==> config.mk <==
export PLATFORM = sky130hd
export DESIGN_NAME = fletcher16_packet_checker_unit
export DESIGN_NICKNAME = d
export VERILOG_FILES = /design/src/rtl/fl16_pkg.sv /design/src/rtl/fl16_accum.sv /design/src/rtl/fl16_result_queue.sv /design/src/rtl/fletcher16_packet_checker_unit.sv
export SDC_FILE = /design/constraint.sdc
export NUM_CORES = 1
export LEC_CHECK = 0
export ABC_AREA = 1
export BUFFER_PORTS_ARGS = -buffer_cell sky130_fd_sc_hd__buf_2
export CORE_MARGIN = 4
export CORE_UTILIZATION = 60
export CTS_CLUSTER_SIZE = 30
export DETAILED_ROUTE_END_ITERATION = 8
export GPL_TIMING_DRIVEN = 1
export PLACE_DENSITY_LB_ADDON = 0.3
export SYNTH_ARGS = -nofsm -noshare
export SYNTH_HDL_FRONTEND = slang
export SYNTH_HIERARCHICAL = 1
export SYNTH_SLANG_ARGS = --single-unit
==> constraint.sdc <==
create_clock -name clk -period 10 [get_ports clk]
set_input_delay 0.5 -clock clk [delete_from_list [all_inputs] [get_ports clk]]
set_output_delay 0.5 -clock clk [all_outputs]
set_load 0.01 [all_outputs]
==> src/rtl/fl16_pkg.sv <==
`default_nettype none

package fl16_pkg;

	// Fletcher modulus and the length of the packet header in bytes.
	localparam logic [7:0] FL_MOD     = 8'd255;
	localparam logic [2:0] HEADER_LEN = 3'd5;

	// Result queue geometry.
	localparam int unsigned QDEPTH = 4;
	localparam int unsigned QPTR_W = 2;
	localparam int unsigned QCNT_W = 3;

	// Configuration register indexes.
	localparam int unsigned CFG_IDX_W = 3;
	localparam logic [CFG_IDX_W-1:0] REG_MODE           = 3'd0;
	localparam logic [CFG_IDX_W-1:0] REG_CODE_ACK       = 3'd1;
	localparam logic [CFG_IDX_W-1:0] REG_CODE_ACTION    = 3'd2;
	localparam logic [CFG_IDX_W-1:0] REG_CODE_INFO      = 3'd3;
	localparam logic [CFG_IDX_W-1:0] REG_CODE_TELEMETRY = 3'd4;

	// Operating modes.
	localparam logic MODE_CHECK    = 1'b0;
	localparam logic MODE_GENERATE = 1'b1;

	typedef enum logic [1:0] {
		ST_OK           = 2'd0,
		ST_CSUM_FAIL    = 2'd1,
		ST_UNKNOWN_TYPE = 2'd2,
		ST_HDR_SHORT    = 2'd3
	} status_t;

	typedef enum logic [2:0] {
		KIND_ACK       = 3'd0,
		KIND_ACTION    = 3'd1,
		KIND_INFO      = 3'd2,
		KIND_TELEMETRY = 3'd3,
		KIND_NONE      = 3'd4
	} kind_t;

	typedef struct packed {
		logic       mode;
		logic [7:0] code_ack;
		logic [7:0] code_action;
		logic [7:0] code_info;
		logic [7:0] code_telemetry;
	} cfg_t;

	typedef struct packed {
		logic [7:0]  check_byte;
		logic        final_result;
		status_t     status;
		kind_t       packet_kind;
		logic [31:0] stamp;
	} result_t;

	// Words handed to the result queue in one cycle; word 1 only with word 0.
	typedef struct packed {
		logic [1:0] valid;
		result_t    word1;
		result_t    word0;
	} push_t;

	// Sum of two residues modulo 255; callers keep a + b below 510.
	function automatic logic [7:0] mod255_add(input logic [7:0] a, input logic [7:0] b);
		logic [8:0] sum;
		sum = {1'b0, a} + {1'b0, b};
		if (sum >= {1'b0, FL_MOD}) begin
			sum = sum - {1'b0, FL_MOD};
		end
		return sum[7:0];
	endfunction

endpackage

`default_nettype wire

==> src/rtl/fl16_accum.sv <==
`default_nettype none

module fl16_accum (
	input  wire logic            clk,
	input  wire logic            arst_n,
	input  wire logic            byte_valid,
	output logic                 byte_stall,
	input  wire logic [7:0]      data_byte,
	input  wire logic            last_byte,
	input  wire fl16_pkg::cfg_t  cfg,
	input  wire logic            space_ok,
	output fl16_pkg::push_t      push
);
	import fl16_pkg::*;

	logic        valid_s1;
	logic [7:0]  data_s1;
	logic        last_s1;

	logic [7:0]  sum_low_q;
	logic [7:0]  sum_high_q;
	logic [2:0]  idx_q;
	logic [7:0]  type_q;
	logic [31:0] stamp_q;

	logic        accept;
	logic        advance;
	logic [7:0]  s_low;
	logic [7:0]  s_high;
	logic [2:0]  idx_next;
	logic [7:0]  type_next;
	logic [31:0] stamp_next;
	kind_t       kind;
	logic [7:0]  check1;
	logic [7:0]  check2;
	result_t     chk_word;

	// The input register moves on once the queue has room for two words.
	assign advance    = valid_s1 && space_ok;
	assign byte_stall = valid_s1 && !space_ok;
	assign accept     = byte_valid && !byte_stall;

	always_ff @(posedge clk or negedge arst_n) begin
		if (!arst_n) begin
			valid_s1 <= 1'b0;
		end else if (accept) begin
			valid_s1 <= 1'b1;
		end else if (advance) begin
			valid_s1 <= 1'b0;
		end
	end

	always_ff @(posedge clk) begin
		if (accept) begin
			data_s1 <= data_byte;
			last_s1 <= last_byte;
		end
	end

	// Running Fletcher sums.
	always_comb begin
		s_low  = mod255_add(sum_low_q, data_s1);
		s_high = mod255_add(sum_high_q, s_low);
	end

	// Header capture: type byte, then the timestamp little-endian.
	always_comb begin
		idx_next   = (idx_q < HEADER_LEN) ? idx_q + 3'd1 : idx_q;
		type_next  = (idx_q == 3'd0) ? data_s1 : type_q;
		stamp_next = stamp_q;
		unique case (idx_q)
			3'd1:    stamp_next = stamp_q | {24'd0, data_s1};
			3'd2:    stamp_next = stamp_q | {16'd0, data_s1, 8'd0};
			3'd3:    stamp_next = stamp_q | {8'd0, data_s1, 16'd0};
			3'd4:    stamp_next = stamp_q | {data_s1, 24'd0};
			default: stamp_next = stamp_q;
		endcase
	end

	// Type lookup; the lowest matching kind wins when codes are equal.
	always_comb begin
		priority if (type_next == cfg.code_ack) begin
			kind = KIND_ACK;
		end else if (type_next == cfg.code_action) begin
			kind = KIND_ACTION;
		end else if (type_next == cfg.code_info) begin
			kind = KIND_INFO;
		end else if (type_next == cfg.code_telemetry) begin
			kind = KIND_TELEMETRY;
		end else begin
			kind = KIND_NONE;
		end
	end

	// Check bytes that make the appended packet sum to zero.
	always_comb begin
		check1 = FL_MOD - mod255_add(s_low, s_high);
		check2 = FL_MOD - mod255_add(s_low, check1);
	end

	// Status word for check mode.
	always_comb begin
		chk_word              = '0;
		chk_word.final_result = 1'b1;
		chk_word.packet_kind  = KIND_NONE;
		if (s_low != 8'd0 || s_high != 8'd0) begin
			chk_word.status = ST_CSUM_FAIL;
		end else if (kind == KIND_NONE) begin
			chk_word.status = ST_UNKNOWN_TYPE;
		end else if (idx_next < HEADER_LEN) begin
			chk_word.status      = ST_HDR_SHORT;
			chk_word.packet_kind = kind;
		end else begin
			chk_word.status      = ST_OK;
			chk_word.packet_kind = kind;
			chk_word.stamp       = stamp_next;
		end
	end

	// Words pushed on the last byte of a packet.
	always_comb begin
		push                    = '0;
		push.word0.packet_kind  = KIND_NONE;
		push.word1.packet_kind  = KIND_NONE;
		if (advance && last_s1) begin
			if (cfg.mode == MODE_GENERATE) begin
				push.valid                   = 2'b11;
				push.word0.check_byte        = check1;
				push.word1.check_byte        = check2;
				push.word1.final_result      = 1'b1;
			end else begin
				push.valid = 2'b01;
				push.word0 = chk_word;
			end
		end
	end

	// Packet state; the last byte returns it to the start of a packet.
	always_ff @(posedge clk or negedge arst_n) begin
		if (!arst_n) begin
			sum_low_q  <= 8'd0;
			sum_high_q <= 8'd0;
			idx_q      <= 3'd0;
			type_q     <= 8'd0;
			stamp_q    <= 32'd0;
		end else if (advance) begin
			if (last_s1) begin
				sum_low_q  <= 8'd0;
				sum_high_q <= 8'd0;
				idx_q      <= 3'd0;
				type_q     <= 8'd0;
				stamp_q    <= 32'd0;
			end else begin
				sum_low_q  <= s_low;
				sum_high_q <= s_high;
				idx_q      <= idx_next;
				type_q     <= type_next;
				stamp_q    <= stamp_next;
			end
		end
	end

`ifndef NO_ASSERTIONS
	a_sums_reduced: assert property (@(posedge clk) disable iff (!arst_n)
		sum_low_q != FL_MOD && sum_high_q != FL_MOD)
		else $error("running sum left unreduced");

	a_idx_saturates: assert property (@(posedge clk) disable iff (!arst_n)
		idx_q <= HEADER_LEN)
		else $error("byte index past header length");

	a_last_clears: assert property (@(posedge clk) disable iff (!arst_n)
		(advance && last_s1) |=> (idx_q == 3'd0 && sum_low_q == 8'd0 && stamp_q == 32'd0))
		else $error("packet state not cleared after last byte");
`endif

endmodule

`default_nettype wire

==> src/rtl/fl16_result_queue.sv <==
`default_nettype none

module fl16_result_queue (
	input  wire logic             clk,
	input  wire logic             arst_n,
	input  wire fl16_pkg::push_t  push,
	output logic                  space_ok,
	output logic                  result_valid,
	input  wire logic             result_stall,
	output fl16_pkg::result_t     head
);
	import fl16_pkg::*;

	result_t             entry_q [QDEPTH];
	logic [QPTR_W-1:0]   wr_ptr_q;
	logic [QPTR_W-1:0]   rd_ptr_q;
	logic [QCNT_W-1:0]   count_q;
	logic                pop;
	logic [QCNT_W-1:0]   n_push;

	assign result_valid = (count_q != '0);
	assign pop          = result_valid && !result_stall;
	assign head         = entry_q[rd_ptr_q];
	assign space_ok     = (count_q <= QCNT_W'(QDEPTH - 2));
	assign n_push       = QCNT_W'(push.valid[0]) + QCNT_W'(push.valid[1]);

	// Entry storage; up to two words written per cycle.
	always_ff @(posedge clk) begin
		if (push.valid[0]) begin
			entry_q[wr_ptr_q] <= push.word0;
		end
		if (push.valid[1]) begin
			entry_q[wr_ptr_q + QPTR_W'(1)] <= push.word1;
		end
	end

	// Pointers and fill count.
	always_ff @(posedge clk or negedge arst_n) begin
		if (!arst_n) begin
			wr_ptr_q <= '0;
			rd_ptr_q <= '0;
			count_q  <= '0;
		end else begin
			wr_ptr_q <= wr_ptr_q + n_push[QPTR_W-1:0];
			if (pop) begin
				rd_ptr_q <= rd_ptr_q + QPTR_W'(1);
			end
			count_q <= count_q + n_push - QCNT_W'(pop);
		end
	end

`ifndef NO_ASSERTIONS
	a_push_has_room: assert property (@(posedge clk) disable iff (!arst_n)
		push.valid[0] |-> count_q <= QCNT_W'(QDEPTH - 2))
		else $error("word pushed into a queue without room");

	a_pair_in_order: assert property (@(posedge clk) disable iff (!arst_n)
		push.valid[1] |-> push.valid[0])
		else $error("second word pushed without the first");

	a_drain: assert property (@(posedge clk) disable iff (!arst_n)
		(pop && push.valid == 2'b00) |=> count_q == $past(count_q) - QCNT_W'(1))
		else $error("fill count wrong after a pop");
`endif

endmodule

`default_nettype wire

==> src/rtl/fletcher16_packet_checker_unit.sv <==
// Fletcher-16 packet checker: one packet byte per word on the input channel.
// A result word passes through the input register and then the result queue before it is valid.
// Throughput: one byte per cycle unless the input stalls for lack of queue room, set by the mod-255 accumulate stage.
// Generate mode puts two words into a four-entry result queue; input stalls at three.
// Reset: arst_n clears packet state, the queue and the registers to their defaults.
`default_nettype none

module fletcher16_packet_checker_unit (
	input  wire logic        clk,
	input  wire logic        arst_n,
	input  wire logic        byte_valid,
	output logic             byte_stall,
	input  wire logic [7:0]  data_byte,
	input  wire logic        last_byte,
	output logic             result_valid,
	input  wire logic        result_stall,
	output logic [7:0]       check_byte,
	output logic             final_result,
	output logic [1:0]       status,
	output logic [2:0]       packet_kind,
	output logic [31:0]      stamp,
	input  wire logic        cfg_valid,
	output logic             cfg_ready,
	input  wire logic [fl16_pkg::CFG_IDX_W-1:0] cfg_index,
	input  wire logic [7:0]  cfg_data
);
	import fl16_pkg::*;

	cfg_t    cfg_q;
	push_t   push;
	logic    space_ok;
	result_t head;

	// Registers are always writable.
	assign cfg_ready = 1'b1;

	always_ff @(posedge clk or negedge arst_n) begin
		if (!arst_n) begin
			cfg_q.mode           <= MODE_CHECK;
			cfg_q.code_ack       <= 8'd0;
			cfg_q.code_action    <= 8'd1;
			cfg_q.code_info      <= 8'd2;
			cfg_q.code_telemetry <= 8'd3;
		end else if (cfg_valid && cfg_ready) begin
			unique case (cfg_index)
				REG_MODE:           cfg_q.mode           <= cfg_data[0];
				REG_CODE_ACK:       cfg_q.code_ack       <= cfg_data;
				REG_CODE_ACTION:    cfg_q.code_action    <= cfg_data;
				REG_CODE_INFO:      cfg_q.code_info      <= cfg_data;
				REG_CODE_TELEMETRY: cfg_q.code_telemetry <= cfg_data;
				default:            cfg_q <= cfg_q;
			endcase
		end
	end

	fl16_accum u_accum (
		.clk        (clk),
		.arst_n     (arst_n),
		.byte_valid (byte_valid),
		.byte_stall (byte_stall),
		.data_byte  (data_byte),
		.last_byte  (last_byte),
		.cfg        (cfg_q),
		.space_ok   (space_ok),
		.push       (push)
	);

	fl16_result_queue u_queue (
		.clk          (clk),
		.arst_n       (arst_n),
		.push         (push),
		.space_ok     (space_ok),
		.result_valid (result_valid),
		.result_stall (result_stall),
		.head         (head)
	);

	// Result word fields.
	assign check_byte   = head.check_byte;
	assign final_result = head.final_result;
	assign status       = head.status;
	assign packet_kind  = head.packet_kind;
	assign stamp        = head.stamp;

endmodule

`default_nettype wire
[After elaboration in Yosys (flattened, before gate mapping)]
Memory sizes are Yosys's and may differ from the RTL's.
Cells that the tools add are included.
Word-level totals
  flip-flop bits (word level): 109
  bits in writable memories: 184
  input bits: 25
  output and inout port bits: 49
  logic and storage cells: 112
  memories: 1
Operators by class
  $add $sub $neg: 17
  order comparisons: 7
  equal/unequal tests: 13
  multiplexer cells: 34
  bitwise gates (word level): 4
  reductions and logical operators: 20
Memory list
  u_queue.entry_q: depth 4, bits a word 46, rd ports 1, clocked after Yosys merged registers in 0, wr ports 2, RTL line fl16_result_queue.sv:14  | result_t entry_q [QDEPTH];
Operator list (count)
  $pmux W32 S4: 1
  $mux W8: 9
  $mux W35: 2
  $mux W32: 2
  $mux W46: 1
  $mux W38: 1
  $add A8 B8 Y9: 4
  $ge A9 B8 Y1 const B: 4
  $eq A8 B8 Y1: 4
  $or A32 B16 Y32: 1
  $or A32 B24 Y32: 1
  $or A32 B32 Y32: 1
  $or A32 B8 Y32: 1
  $sub A8 B8 Y8 const B: 4
  $mux W3: 6
  $reduce_bool A8 Y1: 2
  $sub A8 B8 Y8 const A: 2
  $eq A3 B2 Y1 const B: 4
  $mux W11: 1
  $reduce_and A2 Y1: 5
  $eq A3 B3 Y1 const B: 3
  $mux W9: 1
  $eq A3 B1 Y1 const B: 2
  $logic_not A3 Y1: 2
  16 further kinds: 31

[Longest topological paths before layout]
Gate-level depths: netlist (run 1).
  word-level depth: 19
  depth in mapped cells: 59
  gate-level depth less buffers: 57

[Cells and area by module]
Netlist (run 1), hierarchy kept.
Modules (own cells, without submodules)
  fl16_result_queue: instances 1, cells each 1099, area an instance 9773.1 um2, seq. area each 5700.5 um2
  fl16_accum: instances 1, cells each 949, area an instance 6552.5 um2, seq. area each 1771.7 um2
  fletcher16_packet_checker_unit: instances 1, cells each 156, area an instance 1373.8 um2, seq. area each 830.8 um2

[Least setup slack after synthesis (run 1)]
OpenSTA, ideal clock, no wires.
  path kind: register to register
  start: register u_accum.data_s1[0]
  end: memory u_queue/entry_q[0][44] in the netlist's numbering (data pin)
  setup time: 264 ps
  arrival: 7748 ps
  required time: 9736 ps
  slack: 1988 ps
  stages on the path, launching flop included: 55
  buffers on the path: 2
  period minus slack after synthesis: 8012 ps
  cell sequence: edfxtp_1 ha_1 fa_1 ha_1 inv_1 nor2_1 nand3_1 nand2_1 nand3_4 nand2_4 xor2_1 inv_1 ha_1 inv_1 fa_1 xnor2_1 inv_1 nor2_1 [19 not listed] o21ai_0 ha_1 a21o_1 nand2_1 nand2_1 nand2_1 nand2_2 nor2_2 nand2_1 nor2_2 nand3_2 nand3_2 buf_6 nand3_1 nand2_1 nor2_1 inv_1 o21ai_0
RTL lines
  start, declared: RTL line fl16_accum.sv:17  | logic [7:0] data_s1;
  start signal, assigned: RTL line fl16_accum.sv:55  | data_s1 <= data_byte;
  end, declared: RTL line fl16_result_queue.sv:14

==> out/metrics.cfg, run 1 <==
[status]
outcome=finished clean

[critical_path]
startpoint=u_accum/data_s1[0]
crit_slowest_cell=fa_1
r2r_cells=52
cp-end-kind=register
crit_required_ps=10250
ff2ff_setup_slack_ps=930
worst_setup_path_start_kind=register
cpMostUsedCell=nand2_1
r2r_end=u_queue/entry_q[1][43]
timing.rr.start=u_accum/data_s1[0]
cp-endpoint=u_queue/entry_q[1][43]
critPathMaxStageDelay_ps=540
crit_type=register to register
critPathMaxFanout=13
critical_path_arrival_ps=9320

[yosys]
synth_edf_count=193
yosys.area_share.simple_pct=23.7
synth.most_common_cell=nand2_1
yosys_warnings=6
yosys-top-cells-count=nand2_1, inv_1, o21ai_0
ys_top_cells_by_area=edfxtp_1, dfrtp_1, nand2_1
synthMuxAreaShare_pct=0
synthArstFlopShare_pct=34.1
synth_top_area_share_pct=32.7
synth_top_family_by_area=simple AND/OR/NAND/NOR gates
synth.cell_area_um2=17700
ys_types=51
synth_compound_area_share_pct=12.5
synth_fa_ha_area_share_pct=3.68
synth_xor_area_share_pct=2.76
yosysSeqAreaShare_pct=46.9
synth_largest_area_cell=edfxtp_1
ys.flop_type=edfxtp_1
avgSynthCellArea_um2=8.03
synth-seq-cells=293
synthCells=2204

[timing]
fin_crit_ps=9070
worst_slack_ps=933
final_max_slew_viol_count=0
max-slew-margin-rel_pct=31.0
rsz0062_at_grt=no
hold_violations=0
max_freq_ghz=0.110
min_period_over_period_pct=90.7
setup_viol=0
worst_slew_pin_slew_ps=1030
setup_tns_ps=0
finalClockSkew_ps=28.2

[placement]
port_buffers=72
hpwl_um=26900
post-place-ws_ps=1010
finalWeightedCongestion=0.913

[routing]
initialDrtViolationCount=1284
routed_wl_um=41400
first_pass_iters=6
vias=14500
drc=0
via_per_inst=5.50
routedWlPerCell_um=15.7
drtAntennaViolNets=0

[floorplan]
start_util_pct=61.2
die_width_um=180
io-pin-count=74
die-area_um2=32300
core_um2=28900
dieHeight_um=180
row_count=62

[layout]
diodes=0
nets=2301
synthToLayoutAreaGrowth_pct=6.99
num-fill-cells=2353
drive_above_1_share_pct=9.11
final_core_util_pct=65.4

[cts]
clk_latency_ps=570
cts.path.max_buffers=3
cts.sinks=293
cts_made_buffers=30
post_cts_buffers=0
cts_tree=yes
htree_levels=1
clkTransAtPathRegs_ps=60
clockRootBuffer=clkbuf_16

[flow_run]
maxCapViolations=0

[grt]
grt_pass1_wl_um=69200
track_usage_pct=25.4
antenna_found_initial=0
grt_max_degree=97
grt_pass1_vias=14200
grt_overflow_total=0

[hold_path]
hp-class=input pin to register

stage by stage:
step           instance area, µm²  hold slack, ps  std cells
3_5_place_dp                17900             462       2578
3_3_place_gp                17900             458       2578
5_1_grt                     18900            84.2       2634
6_report                    18900             105       2634
2_1_floorplan               17800             204       2239
4_1_cts                     18900            80.3       2634
cell usage in the layout, fill, tap and decap left out, types with 38 or more instances in the layout:
master,n
o21ai_0,241
ha_1,44
conb_1,38
o21ai_1,83
dfrtp_1,95
inv_1,244
nand2_1,634
o22ai_1,41
edfxtp_1,193
nor2_1,185
nand3_1,100
buf_2,71
kinds of logic after synthesis:
kind of cell	after synthesis
other cells	3
xor+xnor	55
flops	293
simple gates	1002
buf+inv	389
fa+ha+maj	49
compound gates	413
worst max-delay path: cells and delay by family (launching register included):
family	cells	cell delay, ps
fa+ha+maj	9	2860
compound gates	5	940
flops	1	500
buf+inv	8	590
simple gates	28	3480
xor+xnor	2	380
final cells by class:
type | count | area (µm²) | area share (%)
Sequential cell | 293 | 8310 | 43.9
Clock inverter | 16 | 155 | 0.819
Multi-Input combinational cell | 1557 | 7700 | 40.6
Clock buffer | 39 | 847 | 4.47
Tap cell | 384 | 480 | 2.54
Inverter | 257 | 965 | 5.09
Timing Repair Buffer | 88 | 485 | 2.56
what timing repair did:
| action | in CTS | in global routing |
|---|---|---|
| hold buffers | 1 | 0 |
| endpoints found under the setup margin | 0 | 4 |
| gates resized for setup | 0 | 1 |
| endpoints found under the hold margin | 46 | 0 |
flip-flops by register name (all words and copies together) (netlist names):
register	flops
u_accum/sum_low_q	8
u_queue/wr_ptr_q	2
u_queue/rd_ptr_q	2
u_accum/type_q	8
u_accum/stamp_q	32
u_accum/valid_s1	1
u_accum/idx_q	3
u_queue/entry_q	184
cfg_q	33
u_queue/count_q	3
u_accum/sum_high_q	8
u_accum/data_s1	8
u_accum/last_s1	1
layer usage:
metal / wire length [µm] / GRT usage (%)
met1: 17300 / 33.6
met2: 20000 / 44.3
met3: 2950 / 2.95
met4: 1220 / 7.83
met5: 0 / 0
worst min path at each step:
stage                       from  slack, ps                  to  cells past startpoint
floorplan                 arst_n        200           cfg_q[10]                      0
global placement        cfg_q[0]        460            cfg_q[0]                      2
detailed placement     cfg_q[16]        460           cfg_q[16]                      2
CTS                 data_byte[4]         80  u_accum/data_s1[4]                      1
global route        data_byte[3]         80  u_accum/data_s1[3]                      1
finish                 last_byte        110     u_accum/last_s1                      1
Power of run 1 is not shown: default switching activity piles up to over one toggle a cycle in this logic, so the estimate is an artifact.
==> run 2, diff against run 1 <==
CORE_UTILIZATION = 40   (was 60)
SLEW_MARGIN = 15   (was unset)
==> out/metrics.cfg, run 2 (synthesis gave the netlist of run 1 again) <==
[status]
outcome=complete, but fails checks  ; was finished clean
violations=negative hold slack

[critical_path]
ff2ff_setup_slack_ps=890  ; was 930 ps
r2r_cells=51  ; was 52
critPathMaxFanout=13  ; unchanged
critPathMaxStageDelay_ps=540  ; about the same
critical_path_arrival_ps=9360  ; was 9320 ps
crit_slowest_cell=fa_1  ; unchanged
crit_required_ps=10250  ; about the same
crit_type=register to register  ; unchanged
cp-end-kind=register  ; unchanged
cpMostUsedCell=nand2_1  ; unchanged
startpoint=u_accum/data_s1[0]  ; unchanged
cp-endpoint=u_queue/entry_q[0][44]  ; was u_queue/entry_q[1][43]
worst_setup_path_start_kind=register  ; unchanged
r2r_end=u_queue/entry_q[0][44]  ; was u_queue/entry_q[1][43]
timing.rr.start=u_accum/data_s1[0]  ; unchanged

[grt]
grt_pass1_vias=13500  ; was 14200
grt.met3_usage_pct=3.43  ; was 2.95%
gr-usage-met2_pct=30.8  ; was 44.3%
antenna_found_initial=0  ; unchanged
grt_pass1_wl_um=70500  ; was 69200 µm
busiest_layer=met2  ; unchanged
track_usage_pct=18.3  ; was 25.4%
grt_overflow_total=0  ; unchanged
use_met1_pct=24.2  ; was 33.6%
grt_max_degree=97  ; unchanged

[timing]
final_max_slew_viol_count=0  ; unchanged
min_period_over_period_pct=91.1  ; was 90.7%
max-slew-margin-rel_pct=30.3  ; was 31.0%
fin_crit_ps=9110  ; was 9070 ps
worst_slew_pin_slew_ps=1050  ; was 1030 ps
finalClockSkew_ps=22.4  ; was 28.2 ps
setup_tns_ps=0  ; unchanged
hold_violations=4  ; was 0
holdWs_ps=-6.05  ; was 105 ps
rsz0062_at_grt=no  ; unchanged
setup_viol=0  ; unchanged
max_freq_ghz=0.110  ; about the same

[placement]
port_buffers=72  ; unchanged
hpwl_um=27600  ; was 26900 µm
finalWeightedCongestion=0.863  ; was 0.913

[layout]
reg_top3=u_queue/entry_q: 184 flops, cfg_q: 33 flops, u_accum/stamp_q: 32 flops  ; unchanged
drive_above_1_share_pct=9.11  ; unchanged
nets=2300  ; was 2301
largest_reg_flops=184  ; unchanged
regMostFlops=u_queue/entry_q  ; unchanged
final_cell_mix=nand2_1, inv_1, o21ai_0, edfxtp_1, nor2_1  ; unchanged
diodes=0  ; unchanged
final_common_cell=nand2_1  ; unchanged
synthToLayoutAreaGrowth_pct=8.76  ; was 6.99%

[routing]
via_per_inst=4.96  ; was 5.50
drtAntennaViolNets=0  ; unchanged
vias=14100  ; was 14500
drc=0  ; unchanged
routed_wl_um=43200  ; was 41400 µm
first_pass_iters=7  ; was 6
routedWlPerCell_um=15.2  ; was 15.7 µm
initialDrtViolationCount=869  ; was 1284

[cts]
clkTransAtPathRegs_ps=60  ; about the same
htree_levels=2  ; was 1
cts.sinks=293  ; unchanged
cts_made_buffers=34  ; was 30
clk_latency_ps=550  ; was 570 ps
cts_tree=yes  ; unchanged
cts.path.max_buffers=3  ; unchanged
post_cts_buffers=0  ; unchanged
clockRootBuffer=clkbuf_16  ; unchanged

[floorplan]
io-pin-count=74  ; unchanged
row_count=76  ; was 62
start_util_pct=40.8  ; was 61.2%
die_width_um=218  ; was 180 µm
dieHeight_um=218  ; was 180 µm
core_um2=43400  ; was 28900 µm²
die-area_um2=47700  ; was 32300 µm²

[hold_path]
hp-class=input pin to asynchronous set/reset pin  ; was input pin to register

[flow_run]
maxCapViolations=0  ; unchanged

-- run 2: cell types whose count changed in the layout (fill, tap and decap cells not counted), sizes merged --
| cell | previous run | this run |
|---|---|---|
| buf | 87 | 83 |
| bufinv | 2 | 1 |
| clkbuf | 39 | 47 |
| clkinv | 15 | 12 |
| clkinvlp | 2 | 1 |
| dlygate4sd3 | 1 | 0 |
| inv | 254 | 256 |
-- run 2: worst min-delay path by stage --
| stage | end | slack [ps] | cells past startpoint |
|---|---|---|---|
| global route | u_accum/sum_high_q[6] | 40 | 1 |
| floorplan | cfg_q[10] | 200 | 0 |
| global placement | cfg_q[1] | 460 | 2 |
| detailed placement | cfg_q[1] | 470 | 2 |
| finish | u_accum/sum_high_q[6] | -6 | 1 |
| CTS | u_accum/sum_high_q[4] | 20 | 1 |
-- run 2: layout make-up --
class                      count  area [µm²]
tap                          585         732
clock inverter                13         123
multi-input combinational   1557        7720
inverter                     257         965
timing repair buffer          83         445
fill                        4281       24100
sequential                   293        8310
clock buffer                  47         961
-- run 2: worst max-delay path: cells and delay by family (launching register included) --
family,cells,cell delay [ps]
compound gates,5,940
fa+ha+maj,8,2690
flops,1,500
xor+xnor,2,380
buf+inv,8,590
simple gates,28,3690
-- run 2: through the flow --
step	cells	worst slack [ps]	area [µm²]	util [%]
4_1_cts	2835	915	19200	44.4
3_5_place_dp	2775	1010	18200	41.9
5_1_grt	2835	19.6	19200	44.4
3_3_place_gp	2775	1310	18200	41.9
6_report	2835	892	19200	44.4
2_1_floorplan	2239	1990	17800	-
-- run 2: repair_timing --
action | in CTS | in global routing
hold buffers | 0 | 0
endpoints found under the setup margin | 0 | 15
gates resized for setup | 0 | 1
-- run 2: metal layers --
metal	up-vias	share of wire [%]
met2	326	47
met5	-	0
met3	67	5.5
met1	6504	45
li1	7178	-
met4	0	2.4
Power of run 2 is left out for the same reason.
